## src/x86md_pkg.sv

```systemverilog
// ----------------------------------------------------------------------------
// x86md_pkg
// Shared types, operation codes and helpers for the multiply/divide pipeline.
// ----------------------------------------------------------------------------
package x86md_pkg;

    localparam logic [1:0] CMD_MUL  = 2'd0;
    localparam logic [1:0] CMD_IMUL = 2'd1;
    localparam logic [1:0] CMD_DIV  = 2'd2;
    localparam logic [1:0] CMD_IDIV = 2'd3;

    localparam logic [15:0] QUO_LIMIT_BYTE_U = 16'd255;
    localparam logic [15:0] QUO_LIMIT_BYTE_S = 16'd127;
    localparam logic [15:0] QUO_LIMIT_WORD_S = 16'd32767;

    // Quotient bits resolved in each divide stage, and the number of those stages.
    localparam int unsigned BITS_PER_STAGE = 4;
    localparam int unsigned DIV_STAGES     = 16 / BITS_PER_STAGE;

    typedef struct packed {
        logic [1:0]  cmd;
        logic        wide;
        logic [15:0] ax;
        logic [15:0] dx;
        logic [15:0] src;
        logic [31:0] prod;   // product, low 32 bits
        logic [15:0] rem;    // partial remainder
        logic [15:0] dvd;    // dividend bits still to shift in, msb first
        logic [15:0] quo;    // quotient bits collected so far
        logic [15:0] dmag;   // divisor magnitude
        logic        qneg;   // quotient must be negated
        logic        rneg;   // remainder must be negated
        logic        err;    // divide error already known
    } item_t;

    // One restoring division step: returns {quotient bit, new remainder}.
    // The step is exact only if the incoming remainder is below the divisor.
    function automatic logic [16:0] div_step(input logic [15:0] rem,
                                             input logic        bit_in,
                                             input logic [15:0] dmag);
        logic [16:0] trial;
        logic [16:0] diff;
        trial = {rem, bit_in};
        diff  = trial - {1'b0, dmag};
        if (trial >= {1'b0, dmag}) begin
            div_step = {1'b1, diff[15:0]};
        end else begin
            div_step = {1'b0, trial[15:0]};
        end
    endfunction

endpackage

```

## src/x86_multiply_divide_unit.sv

```systemverilog
// ----------------------------------------------------------------------------
// x86_multiply_divide_unit
// Pipelined 8086 MUL, IMUL, DIV and IDIV in byte and word size.
// ----------------------------------------------------------------------------
// Usage: each transfer on the s_ channel carries one instruction (operation,
// size, AX, DX and the fetched source operand). Each produces exactly one
// transfer on the m_ channel with the new AX and DX, the CF/OF value and a
// divide-error flag; on a divide error AX and DX come back unchanged.
// Throughput is one instruction per cycle while the receiver keeps up: a new
// item can enter each cycle and passes through a chain of seven registered
// stages (input capture, operand preparation with the multiplier, four divide
// stages of four restoring steps each, and result formatting into the output
// register).
// When the receiver stalls (m_tready low with a result waiting) the full stages
// ahead hold while empty stages behind them still fill; s_tready drops once
// every stage is full. Nothing is lost or repeated. Reset clears all valid bits
// synchronously; payload registers are not reset.
// ----------------------------------------------------------------------------
module x86_multiply_divide_unit (
    input  logic        aclk,
    input  logic        aresetn,
    input  logic        s_tvalid,
    output logic        s_tready,
    // [1:0] cmd, [2] wide, [18:3] acc_low, [34:19] acc_high,
    // [50:35] operand, [55:51] zero
    input  logic [55:0] s_tdata,
    output logic        m_tvalid,
    input  logic        m_tready,
    // [15:0] new_ax, [31:16] new_dx, [32] carry_overflow,
    // [33] divide_error, [39:34] zero
    output logic [39:0] m_tdata
);

    localparam int unsigned NSTG = x86md_pkg::DIV_STAGES + 2;

    // Stage 0 is input capture, stage 1 preparation, the rest divide steps.
    x86md_pkg::item_t stg_reg [0:NSTG-1];
    x86md_pkg::item_t stg_next [0:NSTG-1];
    logic             vld_reg [0:NSTG];
    logic             adv [0:NSTG];
    logic [39:0]      out_reg;
    logic [39:0]      out_next;

    // A stage loads when its successor advances or when it is itself empty.
    always_comb begin
        adv[NSTG] = !vld_reg[NSTG] || m_tready;
        for (int i = NSTG - 1; i >= 0; i--) begin
            adv[i] = adv[i + 1] || !vld_reg[i];
        end
    end

    assign s_tready = adv[0];
    assign m_tvalid = vld_reg[NSTG];
    assign m_tdata  = out_reg;

    // Stage 0: unpack the input transfer.
    always_comb begin
        stg_next[0]      = '0;
        stg_next[0].cmd  = s_tdata[1:0];
        stg_next[0].wide = s_tdata[2];
        stg_next[0].ax   = s_tdata[18:3];
        stg_next[0].dx   = s_tdata[34:19];
        stg_next[0].src  = s_tdata[50:35];
    end

    // Stage 1: multiply, and set up magnitudes and the early divide checks.
    logic        p_signed;
    logic [16:0] p_a;
    logic [16:0] p_b;
    logic [33:0] p_prod;
    logic [31:0] p_n;
    logic [15:0] p_d;
    logic [31:0] p_nmag;
    logic [15:0] p_dmag;

    always_comb begin
        x86md_pkg::item_t it;
        it       = stg_reg[0];
        p_signed = it.cmd[0];
        if (it.wide) begin
            p_a = {p_signed & it.ax[15], it.ax};
            p_b = {p_signed & it.src[15], it.src};
            p_n = {it.dx, it.ax};
            p_d = it.src;
        end else begin
            p_a = {{9{p_signed & it.ax[7]}}, it.ax[7:0]};
            p_b = {{9{p_signed & it.src[7]}}, it.src[7:0]};
            p_n = {{16{p_signed & it.ax[15]}}, it.ax};
            p_d = {{8{p_signed & it.src[7]}}, it.src[7:0]};
        end
        p_prod = 34'($signed(p_a) * $signed(p_b));
        p_nmag = (p_signed && p_n[31]) ? (32'd0 - p_n) : p_n;
        p_dmag = (p_signed && p_d[15]) ? (16'd0 - p_d) : p_d;

        it.prod = p_prod[31:0];
        it.rem  = p_nmag[31:16];
        it.dvd  = p_nmag[15:0];
        it.quo  = '0;
        it.dmag = p_dmag;
        it.qneg = p_signed && (p_n[31] ^ p_d[15]);
        it.rneg = p_signed && p_n[31];
        // A zero divisor, or a high half not below the divisor, means the
        // quotient cannot fit in 16 bits.
        it.err  = (p_dmag == 16'd0) || (p_nmag[31:16] >= p_dmag);
        stg_next[1] = it;
    end

    // Divide stages: four restoring steps each.
    for (genvar s = 2; s < NSTG; s++) begin : g_div_stage
        always_comb begin
            x86md_pkg::item_t it;
            logic [16:0]      st;
            it = stg_reg[s - 1];
            for (int k = 0; k < x86md_pkg::BITS_PER_STAGE; k++) begin
                st     = x86md_pkg::div_step(it.rem, it.dvd[15], it.dmag);
                it.rem = st[15:0];
                it.dvd = {it.dvd[14:0], 1'b0};
                it.quo = {it.quo[14:0], st[16]};
            end
            stg_next[s] = it;
        end
    end

    // Final stage: flags, signs, limits and result packing.
    logic [15:0] f_q;
    logic [15:0] f_r;
    logic [15:0] f_ax;
    logic [15:0] f_dx;
    logic        f_cf;
    logic        f_err;

    always_comb begin
        x86md_pkg::item_t it;
        it    = stg_reg[NSTG - 1];
        f_q   = it.qneg ? (16'd0 - it.quo) : it.quo;
        f_r   = it.rneg ? (16'd0 - it.rem) : it.rem;
        f_ax  = it.ax;
        f_dx  = it.dx;
        f_cf  = 1'b0;
        f_err = 1'b0;
        case (it.cmd)
            x86md_pkg::CMD_MUL: begin
                f_ax = it.prod[15:0];
                if (it.wide) begin
                    f_dx = it.prod[31:16];
                    f_cf = it.prod[31:16] != 16'd0;
                end else begin
                    f_cf = it.prod[15:8] != 8'd0;
                end
            end
            x86md_pkg::CMD_IMUL: begin
                f_ax = it.prod[15:0];
                if (it.wide) begin
                    f_dx = it.prod[31:16];
                    f_cf = it.prod[31:16] != {16{it.prod[15]}};
                end else begin
                    f_cf = it.prod[15:8] != {8{it.prod[7]}};
                end
            end
            x86md_pkg::CMD_DIV: begin
                f_err = it.err || (!it.wide && it.quo > x86md_pkg::QUO_LIMIT_BYTE_U);
            end
            default: begin
                f_err = it.err || (it.wide ? (it.quo > x86md_pkg::QUO_LIMIT_WORD_S)
                                           : (it.quo > x86md_pkg::QUO_LIMIT_BYTE_S));
            end
        endcase
        if (it.cmd[1] && !f_err) begin
            if (it.wide) begin
                f_ax = f_q;
                f_dx = f_r;
            end else begin
                f_ax = {f_r[7:0], f_q[7:0]};
            end
        end
        out_next = {6'd0, f_err, f_cf, f_dx, f_ax};
    end

    // Valid bits.
    always_ff @(posedge aclk) begin
        if (!aresetn) begin
            for (int i = 0; i <= NSTG; i++) begin
                vld_reg[i] <= 1'b0;
            end
        end else begin
            if (adv[0]) begin
                vld_reg[0] <= s_tvalid;
            end
            for (int i = 1; i <= NSTG; i++) begin
                if (adv[i]) begin
                    vld_reg[i] <= vld_reg[i - 1];
                end
            end
        end
    end

    // Payload.
    always_ff @(posedge aclk) begin
        for (int i = 0; i < NSTG; i++) begin
            if (adv[i]) begin
                stg_reg[i] <= stg_next[i];
            end
        end
        if (adv[NSTG]) begin
            out_reg <= out_next;
        end
    end

endmodule
```

## config.mk

```make
export PLATFORM = sky130hd
export DESIGN_NAME = x86_multiply_divide_unit
export DESIGN_NICKNAME = d
export VERILOG_FILES = /design/src/x86md_pkg.sv /design/src/x86_multiply_divide_unit.sv
export SDC_FILE = /design/constraint.sdc
export NUM_CORES = 2
export LEC_CHECK = 0
export BUFFER_PORTS_ARGS = -buffer_cell sky130_fd_sc_hd__buf_2
export CAP_MARGIN = 20
export CORE_ASPECT_RATIO = 1.25
export CORE_UTILIZATION = 45
export CTS_CLUSTER_SIZE = 8
export DETAILED_ROUTE_END_ITERATION = 8
export PLACE_DENSITY = 0.63
export SLEW_MARGIN = 5
export SYNTH_ARGS = -nofsm -noshare
export SYNTH_HDL_FRONTEND = slang
export SYNTH_SLANG_ARGS = --single-unit
```

## constraint.sdc

```tcl
create_clock -name aclk -period 11.49 [get_ports aclk]
set_clock_uncertainty 0.15 [all_clocks]
set_input_delay 2.298 -clock aclk [delete_from_list [all_inputs] [get_ports aclk]]
set_output_delay 2.298 -clock aclk [all_outputs]
set_load 0.02 [all_outputs]
```

After elaboration in Yosys (flattened, before gate mapping) --
Memories as Yosys holds them, arrays and structs flattened. Cells that the tools add are included.
Storage, ports and cells: bits in latches 0, output and inout bits 42, memories 2, bits of input ports 60, register bits after elaboration 34, RAM bits 907, logic and storage cells 160, bits in read-only memories 0
Cells by class: div/mod/pow operators 0, shift-type cells 0, $add $sub $neg 20, multiplexer cells 71, bitwise logic cells 12, equality and inequality tests 4, multiply operators 1, reduce and logical (&&, ||, !) cells 29, order comparisons 20
Memories:
- stg_reg | words 6, width 150, rd ports 6, clocked after Yosys merged registers in 0, write ports 6, RTL line x86_multiply_divide_unit.sv:37 | x86md_pkg::item_t stg_reg [0:NSTG-1];
- vld_reg | words 7, width 1, rd ports 7, clocked after Yosys merged registers in 0, write ports 7, RTL line x86_multiply_divide_unit.sv:39 | logic vld_reg [0:NSTG];
Operator list (count):
- $mux W17 | 18
- $ge A17 B16 Y1 | 16
- $sub A16 B16 Y16 | 16
- $mux W16 | 11
- $mux W32 | 2
- $sub A1 B16 Y16 const A | 3
- $mux W1 | 38
- $mul A17 B17 Y32 | 1
- $sub A1 B32 Y32 const A | 1
- $ge A16 B16 Y1 | 1
- $gt A16 B15 Y1 const B | 1
- $gt A16 B7 Y1 const B | 1
- $gt A16 B8 Y1 const B | 1
- $logic_not A16 Y1 | 1
- $ne A16 B16 Y1 | 1
- $reduce_bool A16 Y1 | 1
- $logic_or A1 B1 Y1 | 10
- $logic_not A1 Y1 | 9
- $ne A8 B8 Y1 | 1
- $reduce_bool A8 Y1 | 1
- $or A1 B1 Y1 | 7
- $logic_and A1 B1 Y1 | 5
- $and A1 B1 Y1 | 4
- $pmux W1 S2 | 2
- 5 further kinds | 5

Depth between registers and ports, before layout --
An unclocked memory read counts as a cell.
depth after elaboration 13, gate-level depth with buffers 52, depth with buffers taken out 46

Worst setup path after synthesis --
OpenSTA, ideal clock, no wires.
kind reg2reg, from mem stg_reg[4][4] (netlist name), to mem stg_reg[5][60] (netlist name) (data pin), period minus slack after synthesis 11407 ps, data required time 11080 ps, buffers on the path 5, library setup time 260 ps, data arrival time 10997 ps, stages on the path, launching flop included 49, path slack 83 ps, path through edfxtp_1 > inv_1 > ha_1 > nor2b_1 > o31a_1 > o2111ai_1 > nand3_1 > nand4_1 > and3_1 > inv_2 > buf_1 > o21ai_0 > inv_1 > ha_1 > nor2b_1 > o31a_1 > o21a_1 > o21ai_0 > [13 not listed] > o21ai_0 > a31o_2 > a221oi_2 > buf_2 > mux2_2 > ha_1 > o21ai_0 > nand2b_1 > o41ai_1 > o311a_1 > a21oi_1 > a41o_1 > nor4_1 > o21bai_1 > nor3_1 > a211oi_4 > buf_2 > mux2_2
RTL lines (RTL line):
- from (decl) | x86_multiply_divide_unit.sv:37

==> reports/qor.yml <==
clkLatencyLatePin_ps: 690
grt_pass1_wl_mm: 183
synth_edf_count: 657
syn_inst: 4346
vias_per_cell: 5.42
grt_max_degree: 79
finalHoldViolCount: 0
worstSetupStartpoint: "stg_reg[2][4]$_DFFE_PP_"
place.gp.congestion: 0.893
setup_viol: 0
drt-total-wl_mm: 118
layout_common_cells: "edfxtp_1, inv_1, nand2_1, ha_1, fa_1"
relSlewSlack_pct: 30.2
synth_seq_cells: 662
ctsHoldBuffers: 0
crit_path_max_fanout: 10
startpoint_type: "flip-flop"
final_common_cell: "edfxtp_1"
core_area_um2: 105000
syn2layout_area_growth_pct: 11.2
slowest_stage: "or4b_1"
hold_path.class: "reg -> reg"
synth_top_flop_cell: "edfxtp_1"
setup.worst_path.end: "stg_reg[3][65]$_DFFE_PP_"
timing.rr.end: "stg_reg[3][65]$_DFFE_PP_"
drc: 0
r2r.worst_path.cells: 46
regToRegSetupSlack_ps: 670
rsz0062_at_grt: "false"
routedWlPerCell_um: 19.8
ios: 102
drtIter0Drc: 2044
critPathCaptureType: "flip-flop"
yosysWarnings: 0
antenna_found_initial: 1
cts_buffers: 94
synth.cell_area_um2: 47900
vias: 32360
outcome: "finished, final reports clean"
ant_nets: 0
setup_tns_ps: 0
ys_seq_area_share_pct: 41.4
port_buffers: 90
final_layout_size_suffix_gt1_share_pct: 11.3
layout_min_cycle_time_ps: 10820
worst_pin_slew_ps: 1040
maxCapViolCount: 0
min_period_over_period_pct: 94.1
cts.path.max_buffers: 3
cts_sinks: 662
fp-row-count: 133
h-tree-depth: 3
max_freq_mhz: 92.4
dp_hpwl_mm: 91.5
reg2reg_from: "stg_reg[2][4]$_DFFE_PP_"
nets: 5245
worst_path_largest_cell_delay_ps: 530
cp.arrival_ps: 11060
drv_slew: 0
cts_tree: "built"
initial_utilization_pct: 45.5
crit_type: "reg -> reg"
grt_usage_pct: 22.2
dr.pass1.iters: 5
largest_reg_flops: 621
cp_common_cell: "a21oi_1"
clk_pin_slew_ps: 50
async_reset_ff_share_pct: 0
die_y_um: 367
cp.required_ps: 11730
avgSynthCellArea_um2: 11.0
cts_root_buffer: "clkbuf_16"
ys_types: 87
overflow: 0
fp.dieW_um: 294
die_area_um2: 108000
grt_pass1_vias: 32559
==> metal layers <==
layer  share of wire (%)  vias up  wire length (µm)  GRT usage [%]
li1                    -    15564                 -              -
met1                  40    15785             47000           26.4
met2                  52      819             60900           40.1
met3                 4.7      192              5570           3.05
met4                 3.8        0              4540           8.62
met5                   0        -                 0              0
==> cell type report <==
class / count / area (µm²)
Fill cell: 9383 / 52100
Timing Repair Buffer: 195 / 1280
Antenna cell: 1 / 2.50
Inverter: 514 / 1940
Clock buffer: 112 / 2420
Multi-Input combinational cell: 3062 / 25700
Tap cell: 1417 / 1770
Clock inverter: 11 / 254
Sequential cell: 662 / 19800
==> critical path: cells and delay by family, from the launching register on <==
family / cells / cell delay, ps
simple gates: 5 / 1000
xor+xnor: 1 / 80
compound gates: 27 / 5930
mux: 2 / 560
flops: 1 / 510
buf+inv: 7 / 910
fa+ha+maj: 4 / 1390
==> synthesized netlist by cell type, types with 23 or more instances <==
library cell / number / share of area (%)
nand3_1: 55 / 0.57
o21ai_0: 153 / 1.6
nor3_1: 55 / 0.57
o31ai_1: 30 / 0.47
edfxtp_1: 657 / 41
nand2b_1: 39 / 0.51
a21o_1: 100 / 1.6
nand2_1: 406 / 3.2
inv_1: 504 / 3.9
nand4_1: 54 / 0.71
fa_1: 298 / 12
and2_1: 69 / 0.90
nor2b_1: 45 / 0.59
nor2_1: 268 / 2.1
mux2i_1: 49 / 1.0
clkbuf_1: 85 / 0.67
o21a_1: 52 / 0.82
a211oi_1: 28 / 0.44
ha_1: 358 / 9.4
a31oi_1: 23 / 0.30
xor2_1: 98 / 1.8
mux2_2: 143 / 3.4
xnor2_1: 190 / 3.5
a21oi_1: 256 / 2.7
or3_1: 23 / 0.30
==> metrics by stage <==
stage	setup slack [ps]	cell area [µm²]	instances	hold WS, ps	utilization, %
after floorplan	82.8	47900	4351	250	-
after global placement	408	50400	5843	250	47.9
after detailed placement	458	50400	5843	255	47.9
after CTS	367	53100	5966	226	50.4
after global routing	11.9	53200	5973	234	50.5
final	672	53200	5974	226	50.5
==> cells by family (layout without fill, tap and decap cells) <==
family / Yosys count / after routing / synth area share, %
and+or+nand+nor: 1099 / 1099 / 10.7
DFF: 662 / 662 / 41.4
muxes: 208 / 208 / 4.83
AOI/OAI and AO/OA: 805 / 805 / 11.0
buffers and inverters: 627 / 832 / 5.04
xor gates and xnor gates: 288 / 288 / 5.27
other: 1 / 7 / 0.00783
adders and majority gates: 656 / 656 / 21.8
==> what timing repair did <==
action | in CTS | in global routing
endpoints found under the setup margin | 0 | 49
hold endpoints to repair | 0 | 0
gates resized for setup | 0 | 16
setup buffers | 0 | 6
==> worst min-delay path by stage <==
stage | depth (start not counted) | to | start
final | 0 | stg_reg[2][127]$_DFFE_PP_ | stg_reg[1][127]$_DFFE_PP_
after global routing | 0 | stg_reg[2][127]$_DFFE_PP_ | stg_reg[1][127]$_DFFE_PP_
after CTS | 0 | stg_reg[2][127]$_DFFE_PP_ | stg_reg[1][127]$_DFFE_PP_
after floorplan | 0 | stg_reg[1][149]$_DFFE_PP_ | stg_reg[0][149]$_DFFE_PN_
after global placement | 0 | stg_reg[5][138]$_DFFE_PP_ | stg_reg[4][138]$_DFFE_PP_
after detailed placement | 0 | stg_reg[2][116]$_DFFE_PP_ | stg_reg[1][116]$_DFFE_PP_
Power is not shown: default switching activity piles up to over one toggle a cycle in this logic, so the estimate is an artifact.
